File: src/rtl/fba_pkg.sv
// ----------------------------------------------------------------------------
// fba_pkg
// Shared types, constants and helpers of the fixed block allocator.
// ----------------------------------------------------------------------------
package fba_pkg;

    localparam int WORD_BYTES = 8;
    localparam int WB_SH      = $clog2(WORD_BYTES);
    localparam int MAX_BLOCKS = 1024;
    localparam int IDX_W      = $clog2(MAX_BLOCKS);
    localparam int CNT_W      = 11;
    localparam int ADDR_W     = 32;
    localparam int PAYLOAD_W  = 16;
    localparam int STRIDE_W   = 17;
    localparam int PROD_W     = IDX_W + STRIDE_W;

    // control header plus worst alignment pad
    localparam logic [ADDR_W-1:0] OVERHEAD   = ADDR_W'(3 * WORD_BYTES - 1);
    localparam logic [CNT_W-1:0]  LINK_NULL  = CNT_W'(MAX_BLOCKS);
    localparam logic [ADDR_W-1:0] MAX_COUNT  = ADDR_W'(MAX_BLOCKS);

    localparam logic [1:0] REG_POOL_BASE     = 2'd0;
    localparam logic [1:0] REG_POOL_BYTES    = 2'd1;
    localparam logic [1:0] REG_PAYLOAD_BYTES = 2'd2;

    localparam logic       FUNC_ALLOC = 1'b0;
    localparam logic       FUNC_FREE  = 1'b1;

    localparam logic [1:0] ST_OK       = 2'd0;
    localparam logic [1:0] ST_EMPTY    = 2'd1;
    localparam logic [1:0] ST_BAD_FREE = 2'd2;

    typedef struct packed {
        logic              func;
        logic [ADDR_W-1:0] free_address;
    } in_item_t;

    typedef struct packed {
        logic [ADDR_W-1:0] block_address;
        logic [1:0]        status;
        logic [CNT_W-1:0]  free_count;
    } out_item_t;

    typedef struct packed {
        logic [ADDR_W-1:0]   dividend;
        logic [STRIDE_W-1:0] divisor;
    } div_req_t;

    typedef struct packed {
        logic [ADDR_W-1:0]   quotient;
        logic [STRIDE_W-1:0] remainder;
    } div_res_t;

    // payload rounded up to a word, plus the block header
    function automatic logic [STRIDE_W-1:0] stride_of(input logic [PAYLOAD_W-1:0] p);
        logic [STRIDE_W-WB_SH-1:0] up;
        up = (STRIDE_W-WB_SH)'(p[PAYLOAD_W-1:WB_SH])
           + (STRIDE_W-WB_SH)'(p[WB_SH-1:0] != '0);
        return {up, {WB_SH{1'b0}}} + STRIDE_W'(WORD_BYTES);
    endfunction

    // payload address of block 0
    function automatic logic [ADDR_W-1:0] first_payload_of(input logic [ADDR_W-1:0] base);
        logic [ADDR_W-1:0] aligned;
        aligned = (base + ADDR_W'(WORD_BYTES - 1)) & ~ADDR_W'(WORD_BYTES - 1);
        return aligned + ADDR_W'(3 * WORD_BYTES);
    endfunction

endpackage

File: src/rtl/fba_div.sv
// ----------------------------------------------------------------------------
// fba_div
// Restoring radix-2 divider, one quotient bit per cycle.
// ----------------------------------------------------------------------------
module fba_div (
    input  logic             clk,
    input  logic             rst_n,
    input  logic             start,
    input  fba_pkg::div_req_t req,
    output logic             done,
    output fba_pkg::div_res_t res
);

    localparam int STEP_W = $clog2(fba_pkg::ADDR_W);

    logic                          busy_reg;
    logic                          done_reg;
    logic [STEP_W-1:0]             step_reg;
    logic [fba_pkg::ADDR_W-1:0]    quo_reg;
    logic [fba_pkg::STRIDE_W-1:0]  rem_reg;
    logic [fba_pkg::STRIDE_W-1:0]  dvs_reg;
    logic [fba_pkg::STRIDE_W:0]    trial;
    logic                          fits;

    assign trial = {rem_reg, quo_reg[fba_pkg::ADDR_W-1]};
    assign fits  = trial >= {1'b0, dvs_reg};

    always_ff @(posedge clk or negedge rst_n)
    begin
        if (!rst_n)
        begin
            busy_reg <= 1'b0;
            done_reg <= 1'b0;
            step_reg <= '0;
        end
        else
        begin
            done_reg <= 1'b0;
            if (start)
            begin
                busy_reg <= 1'b1;
                step_reg <= '0;
            end
            else if (busy_reg)
            begin
                step_reg <= step_reg + STEP_W'(1);
                if (step_reg == STEP_W'(fba_pkg::ADDR_W - 1))
                begin
                    busy_reg <= 1'b0;
                    done_reg <= 1'b1;
                end
            end
        end
    end

    always_ff @(posedge clk)
    begin
        if (start)
        begin
            quo_reg <= req.dividend;
            rem_reg <= '0;
            dvs_reg <= req.divisor;
        end
        else if (busy_reg)
        begin
            quo_reg <= {quo_reg[fba_pkg::ADDR_W-2:0], fits};
            if (fits)
                rem_reg <= fba_pkg::STRIDE_W'(trial - {1'b0, dvs_reg});
            else
                rem_reg <= trial[fba_pkg::STRIDE_W-1:0];
        end
    end

    assign done          = done_reg;
    assign res.quotient  = quo_reg;
    assign res.remainder = rem_reg;

endmodule

File: config.mk
export PLATFORM = sky130hd
export DESIGN_NAME = fba_div
export DESIGN_NICKNAME = d
export VERILOG_FILES = /design/src/rtl/fba_pkg.sv /design/src/rtl/fba_div.sv
export SDC_FILE = /design/constraint.sdc
export NUM_CORES = 1
export LEC_CHECK = 0
export ABC_CLOCK_PERIOD_IN_PS = 3300
export BUFFER_PORTS_ARGS = -buffer_cell sky130_fd_sc_hd__buf_2
export CAP_MARGIN = 15
export CORE_UTILIZATION = 32
export CTS_BUF_LIST = sky130_fd_sc_hd__clkbuf_8
export DETAILED_ROUTE_END_ITERATION = 8
export PLACE_DENSITY_LB_ADDON = 0.05
export RECOVER_POWER = 100
export SLEW_MARGIN = 20
export SYNTH_ARGS = -nofsm -noshare
export SYNTH_HDL_FRONTEND = slang
export SYNTH_SLANG_ARGS = --single-unit
export TNS_END_PERCENT = 5
File: constraint.sdc
create_clock -name clk -period 3.3 [get_ports clk]
set_input_delay 0.66 -clock clk [delete_from_list [all_inputs] [get_ports clk]]
set_output_delay 0.66 -clock clk [all_outputs]
set_load 0.01 [all_outputs]
-- After elaboration in Yosys (flattened, before gate mapping)
Index checks and enable logic that the tools add are counted.
- output and inout port bits: 50
- register bits: 73
- input bits: 52
- logic and storage cells: 22
- mux-type cells: 11
- add/subtract/negate cells: 2
- reduce and logical (&&, ||, !) cells: 1
- magnitude comparators: 1
- equality and inequality tests: 1
- operators with widths (operator ; count):
    $mux W32 ; 2
    $ge A18 B17 Y1 ; 1
    $mux W17 ; 1
    $sub A17 B17 Y17 ; 1
    $mux W5 ; 2
    $mux W1 ; 6
    $add A5 B1 Y5 const B ; 1
    $eq A5 B5 Y1 const B ; 1
    $reduce_bool A2 Y1 ; 1

-- Depth between registers and ports, before layout
Gate-level depths: netlist (run 1).
- depth in word-level cells: 4
- mapped depth: 13
- mapped depth without buffers: 11

-- Worst setup path after synthesis (run 1)
OpenSTA, ideal clock, no wires.
- path type: reg2reg
- from: register quo_reg[31] (netlist bit)
- to: register quo_reg[0] (netlist bit) (data pin)
- cell stages (with the launch flop): 12
- slack: 675 ps
- library setup time: 260 ps
- arrival: 2365 ps
- required time: 3040 ps
- clock period less this slack: 2625 ps
- buffers on the path: 2
- cell sequence: edfxtp_1 -> inv_1 -> ha_1 -> inv_1 -> fa_1 -> a211oi_2 -> o21ai_0 -> a31oi_2 -> a211oi_2 -> buf_6 -> buf_8 -> mux2_2
- word-level cells in the longest chain between the ends: 3
- RTL lines (what ; RTL line ; source):
    from (decl) ; fba_div.sv:19 ; logic [fba_pkg::ADDR_W-1:0] quo_reg;
    from (signal assigned) ; fba_div.sv:60 ; quo_reg <= req.dividend;
    from (signal assigned) ; fba_div.sv:66 ; quo_reg <= {quo_reg[fba_pkg::ADDR_W-2:0], fits};
    $ge A18 B17 Y1 ; fba_div.sv:26 ; assign fits = trial >= {1'b0, dvs_reg};
    $mux W32 ; fba_div.sv:64 ; else if (busy_reg)
    $mux W32 ; fba_div.sv:58 ; if (start)
No other way between the ends. The select of a mux whose other input is x is not followed.
A chain may end at the register's enable or synchronous reset.

-- Worst setup path after layout (run 1)
- from: register quo_reg[31] (netlist bit)
- to: register rem_reg[4] (netlist bit)
- word-level cells in the longest chain between the ends: 2
- elaborated cells between the ends (all ways): 3
- those cells by class: add/sub: 1; order compare: 1; mux: 1
- RTL lines (what ; RTL line ; source):
    $sub A17 B17 Y17 or $ge A18 B17 Y1 (tied branches) ; fba_div.sv:68, fba_div.sv:26 ;
    $mux W17 (*) ; fba_div.sv:67 ; if (fits)
    to (signal assigned) ; fba_div.sv:68 ; rem_reg <= fba_pkg::STRIDE_W'(trial - {1'b0, dvs_reg});
    to (signal assigned) ; fba_div.sv:70 ; rem_reg <= trial[fba_pkg::STRIDE_W-1:0];
    to (decl) ; fba_div.sv:20 ; logic [fba_pkg::STRIDE_W-1:0] rem_reg;
Mark *: on every way between the ends. The rest lies on a longest branch, timed or not.

==> flow_summary.yaml, run 1 <==
logic_synthesis:
  synth_seq_cells: 73
  yosysTopAreaCell: "edfxtp_1"
  synth_edf_count: 49
  ys_warn_count: 0
  syn_area_um2: 3810
  synthTopCellsByArea: "edfxtp_1 39%, mux2_2 9.4%, dfxtp_1 8.9%, ha_1 6.2%, dfrtp_1 4.6%"
  yosysTopAreaCellShare: 0.386
  seq_area_frac_synth: 0.521
  synth-async-reset-ratio: 0.0959
  syn_nets: 411
  synth_flop_cell: "edfxtp_1"
  synthDistinctLibCells: 49
  syn_avg_cell_area_um2: 11.2
  syn_inst: 339
critical_path:
  crit_required_ns: 3.56
  worstSetupEndpointType: "flip-flop"
  ff2ff_setup_slack_ns: 0.50
  worst_setup_path_start_kind: "flip-flop"
  critical_path_class: "reg2reg"
  reg2reg_depth: 12
  crit_fanout: 12
  cp_data_arrival_time_ns: 3.06
  rr_startpoint: "quo_reg[31]"
  r2r_end: "rem_reg[4]"
timing:
  final-hold-violation-count: 0
  period_needed_ns: 2.80
  setup_viol: 0
  fmax_mhz: 357
  skew_ns: 0.0143
  rsz0062_at_grt: "false"
  whs_ns: 0.190
  post-route-period-util: 0.848
  setup_tns_ns: 0
  worst_slew_pin_slew_ns: 1.05
  slew_headroom: 0.303
  drv_slew: 0
global_route:
  grt_max_degree: 36
  grt_pass1_wl_um: 14600
  overflow: 0
  antenna_found_initial: 0
  grt_pass1_vias: 2960
  track_usage: 0.153
clock_network:
  clkSlewWorstSetupHoldPaths_ns: 0.08
  cts_sinks: 73
  cts_tree: "yes"
  clock_path_buffers: 2
  numCtsBuffers: 9
  cts.repair.resized: 0
  root_buffer: "clkbuf_8"
  clk_latency_ns: 0.36
  htree_levels: 3
  cts_hold_buf: 0
  cts_setup_buffers: 0
route:
  drc: 4
  vias: 2907
  dr.pass1.iters: 6
  drtIter0Drc: 118
  final_antenna_net_count: 0
  wl_per_cell_um: 14.9
  wirelength_um: 8830
  routed_via_density: 4.92
run_status:
  status: "finished, violations left"
  violations: "DRC"
pwr:
  power_density_nw_per_um2: 433
  cellLeakagePower_nw: 1.84
  ir_drop_mv: 0.223
  power.total_mw: 1.97
final_layout:
  multi_input_comb_area_um2: 1660
  drive_gt1_frac: 0.237
  area_delta_synth_final_pct: 19.4
  seqCellArea_um2: 1990
  finish.instance_area_um2: 4550
  fin_nets: 515
  nFillCells: 1180
  instances_no_fill: 591
  largest_register_ffs: 32
  insertedDiodeCount: 0
placement:
  dp_hpwl_um: 6400
  dp.cells: 575
  io_buffers: 101
  gp_congestion: 0.775
  placed_cell_area_um2: 4470
flow_run:
  maxCapViolations: 0
floorplanning:
  rows: 39
  start_util: 0.331
  die-height_um: 111
  core-area_um2: 11500
  ios: 102
  fp.dieW_um: 111
  die-area_um2: 12400
worst_hold_path:
  hold_path.class: "in2async"
-- layout make-up --
| class | instances | share of cell area |
|---|---|---|
| sequential | 73 | 0.437 |
| multi-input combinational | 230 | 0.365 |
| timing repair buffer | 107 | 0.105 |
| tap | 143 | 0.0393 |
| clock buffer | 10 | 0.0302 |
| inverter | 22 | 0.0181 |
| clock inverter | 6 | 0.00632 |
-- cells in the final DEF (no fill, tap or decap), drive strengths merged, types with 2 or more instances in the layout --
cell and n:
nand4 2, inv 26, nor2 27, ha 19, xnor2 7, nor2b 2
buf 52, clkbuf 65, nand3 4, nor3 6, a211oi 9, dfrtp 7
nand2b 2, clkinv 2, o21a 2, a21o 3, nand2 32, xor2 8
mux2 32, o21ai 36, dfxtp 17, mux2i 8, a21oi 12, edfxtp 49
a31oi 4
-- report_power, final --
group	switching (mW)	internal [mW]
sequential	0.0318	1.05
combinational	0.144	0.123
clock	0.340	0.283
-- critical path, cell delays in order (launching register included) --
cell	delay, ns
edfxtp_1	0.39
inv_1	0.07
ha_1	0.15
inv_1	0.05
fa_1	0.42
a211oi_2	0.30
o21ai_0	0.14
a31oi_1	0.41
a211oi_4	0.12
buf_4	0.22
o21ai_0	0.08
o21ai_0	0.11
a211oi_1	0.23
-- how the worst max path moves through the flow --
stage	startpoint	end	slack (ns)
4_1_cts	quo_reg[31]	quo_reg[0]	0.62
2_1_floorplan	quo_reg[31]	quo_reg[0]	0.68
3_3_place_gp	quo_reg[31]	quo_reg[0]	0.64
6_report	quo_reg[31]	rem_reg[4]	0.50
5_1_grt	quo_reg[31]	rem_reg[4]	0.23
3_5_place_dp	quo_reg[31]	quo_reg[0]	0.62
-- cell usage after synthesis (3+ instances only) --
cell,n
o21ai_0,27
clkbuf_1,8
nor3_1,5
a21o_1,3
inv_1,22
edfxtp_1,49
ha_1,19
xnor2_1,7
a21oi_1,12
a211oi_2,3
xor2_1,8
o21ai_1,8
nor2_1,27
nand3_1,4
a211oi_1,6
mux2i_1,8
dfxtp_1,17
mux2_2,32
nand2_1,31
dfrtp_1,7
a31oi_1,3
-- layer usage --
| metal | GRT usage | vias up | part of all wire |
|---|---|---|---|
| met5 | 0 | - | 0 |
| met4 | 0.0730 | 0 | 0.019 |
| met3 | 0.0574 | 11 | 0.062 |
| met2 | 0.247 | 78 | 0.47 |
| met1 | 0.179 | 1383 | 0.45 |
| li1 | - | 1435 | - |
-- cell families after synthesis --
group	after synthesis	share of synthesized area
xor+xnor	15	0.0344
compound gates	74	0.125
flops	73	0.521
mux	40	0.115
buf+inv	36	0.0430
fa+ha+maj	20	0.0676
simple gates	81	0.0935
-- stage by stage --
step,utilization,worst slack [ns]
after floorplan,-,0.675
after global placement,0.388,0.645
after detailed placement,0.388,0.622
after CTS,0.403,0.624
after global routing,0.395,0.231
final,0.395,0.503
(Power assumes the default switching activity.)
==> inputs of run 2 (changes only) <==
- ABC_AREA: not set -> 1
- ABC_CLOCK_PERIOD_IN_PS: 3300 -> 2400
- clock period: 3.3 -> 2.4 ns (I/O delays scaled with it)
==> run 2 against run 1 <==
- the run now ends clean
- via count up 23%
- routed wire length is 19% higher
- sequential share of layout area is 4.1 points lower
- hold slack improved by 0.10 ns
- flip-flop and latch count stayed put
- critical path depth down 1
- largest cell class unchanged
- largest power group is now combinational logic
==> flow_summary.yaml, run 2 <==
critical_path:
  crit_required_ns: 2.63
  r2r_end: "rem_reg[3]"
  cp_data_arrival_time_ns: 2.38
  ff2ff_setup_slack_ns: 0.25
  crit_fanout: 15
  worst_setup_path_start_kind: "flip-flop"
  rr_startpoint: "quo_reg[31]"
  critical_path_class: "reg2reg"
  reg2reg_depth: 11
  worstSetupEndpointType: "flip-flop"
final_layout:
  area_delta_synth_final_pct: 20.6
  final_common_cell: "nand2_1"
  utilization: 0.397
  nFillCells: 1405
  most-common-layout-cells: "225 x nand2_1, 80 x inv_1, 54 x clkbuf_1, 49 x edfxtp_1, 49 x buf_2"
  insertedDiodeCount: 0
  instances_no_fill: 824
  largest_register_ffs: 32
  drive_gt1_frac: 0.124
  fin_nets: 719
  finish.instance_area_um2: 5030
global_route:
  grt_pass1_vias: 3559
  grt_max_degree: 36
  grt_pass1_wl_um: 17200
  overflow: 0
  track_usage: 0.168
  antenna_found_initial: 0
logic_synthesis:
  synth_commonest_cells: "225 x nand2_1, 77 x inv_1, 49 x edfxtp_1, 38 x nand3_1, 22 x nor2_1"
  yosysTopAreaCellShare: 0.353
  synthTopCellsByArea: "edfxtp_1 35%, nand2_1 20%, dfxtp_1 8.2%, inv_1 6.9%, ha_1 5.7%"
  synth-async-reset-ratio: 0.0959
  syn_nets: 609
  synth-simple-area-share: 0.319
  synthAdderAreaFrac: 0.0618
  synth_seq_cells: 73
  seq_area_frac_synth: 0.477
  ys_warn_count: 0
  synthDistinctLibCells: 31
  syn_avg_cell_area_um2: 7.76
  synth_edf_count: 49
  synth_flop_cell: "edfxtp_1"
  synth_compound_area_frac: 0.0351
  syn_area_um2: 4170
  synth_top_family_by_area: "simple AND/OR/NAND/NOR gates"
  synth_xor_area_frac: 0.0147
  yosysMostFrequentCell: "nand2_1"
  synthMuxAreaShare: 0
  syn_inst: 537
  yosysTopAreaCell: "edfxtp_1"
clock_network:
  clock_path_buffers: 2
  htree_levels: 3
  numCtsBuffers: 9
  cts_hold_buf: 1
  cts_sinks: 73
  cts_setup_buffers: 0
  cts.repair.resized: 0
  clkSlewWorstSetupHoldPaths_ns: 0.08
  root_buffer: "clkbuf_8"
  cts_tree: "yes"
  clk_latency_ns: 0.36
route:
  drtIter0Drc: 173
  dr.pass1.iters: 4
  final_antenna_net_count: 0
  drc: 0
  wl_per_cell_um: 12.7
  vias: 3582
  wirelength_um: 10500
  routed_via_density: 4.35
pwr:
  power.total_mw: 4.64
  ir_drop_mv: 0.345
  power_density_nw_per_um2: 924
  cellLeakagePower_nw: 2.54
worst_hold_path:
  hold_depth: 1
  hold_end: "dvs_reg[15]"
  hp-start: "req[15]"
  hold_path.class: "in2reg"
floorplanning:
  die-area_um2: 13500
  rows: 41
  ios: 102
  fp.dieW_um: 116
  die-height_um: 116
  core-area_um2: 12700
  start_util: 0.329
timing:
  drv_slew: 0
  fmax_mhz: 464
  slew_headroom: 0.260
  setup_tns_ns: 0
  whs_ns: 0.292
  worst_slew_pin_slew_ns: 1.11
  period_needed_ns: 2.15
  rsz0062_at_grt: "false"
  skew_ns: 0.00958
  setup_viol: 0
  post-route-period-util: 0.897
  final-hold-violation-count: 0
  fin_ws_ns: 0.247
placement:
  place_worst_setup_slack_ns: 0.254
  dp_hpwl_um: 7940
  gp_congestion: 0.824
  dp.cells: 807
  placed_cell_area_um2: 4880
  io_buffers: 101
flow_run:
  maxCapViolations: 0
run_status:
  status: "finished, final reports clean"
run 2: critical path, cell delays in order (launching register included):
cell and delay [ns]:
edfxtp_1 0.39, inv_1 0.09, ha_1 0.15, inv_1 0.07, fa_1 0.42, nand3_1 0.12
nand3_2 0.11, nand2_2 0.14, buf_4 0.26, nand3_1 0.10, nand3_1 0.08, o21ai_0 0.08
run 2: logic make-up after synthesis:
logic type,after synthesis
buffers and inverters,93
xor gates and xnor gates,7
DFF,73
AOI/OAI and AO/OA,27
and+or+nand+nor,317
adders and majority gates,20
run 2: worst max-delay path by stage:
stage / cells after the start / slack, ns / start / end
after CTS: 11 / 0.24 / quo_reg[31] / rem_reg[3]
after global placement: 14 / 0.28 / quo_reg[31] / rem_reg[14]
after global routing: 14 / 0.03 / quo_reg[31] / rem_reg[16]
final: 11 / 0.25 / quo_reg[31] / rem_reg[3]
after detailed placement: 11 / 0.25 / quo_reg[31] / rem_reg[3]
after floorplan: 12 / 0.42 / quo_reg[31] / rem_reg[8]
run 2: metal layers:
layer	routed length, um	part of all wire	vias to the layer above	global-route usage
met3	605	0.058	10	0.0462
met1	4970	0.47	1582	0.214
met5	0	0	-	0
met2	4750	0.45	82	0.271
li1	-	-	1908	-
met4	151	0.014	0	0.0667
run 2: power breakdown:
part	internal, mW	switching, mW	total (mW)
combinational	0.714	1.18	1.89
clock	0.600	0.460	1.06
sequential	1.54	0.148	1.69
total	2.86	1.78	4.64
run 2: final cells by class:
class                   instances  area, um2  share of cell area
clock inverters                 6       75.1              0.0149
repair buffers                113        518               0.103
flip-flops and latches         73       1990               0.395
multi-input cells             371       1800               0.357
inverters                      79        297              0.0590
well taps                     172        215              0.0428
clock buffers                  10        138              0.0274
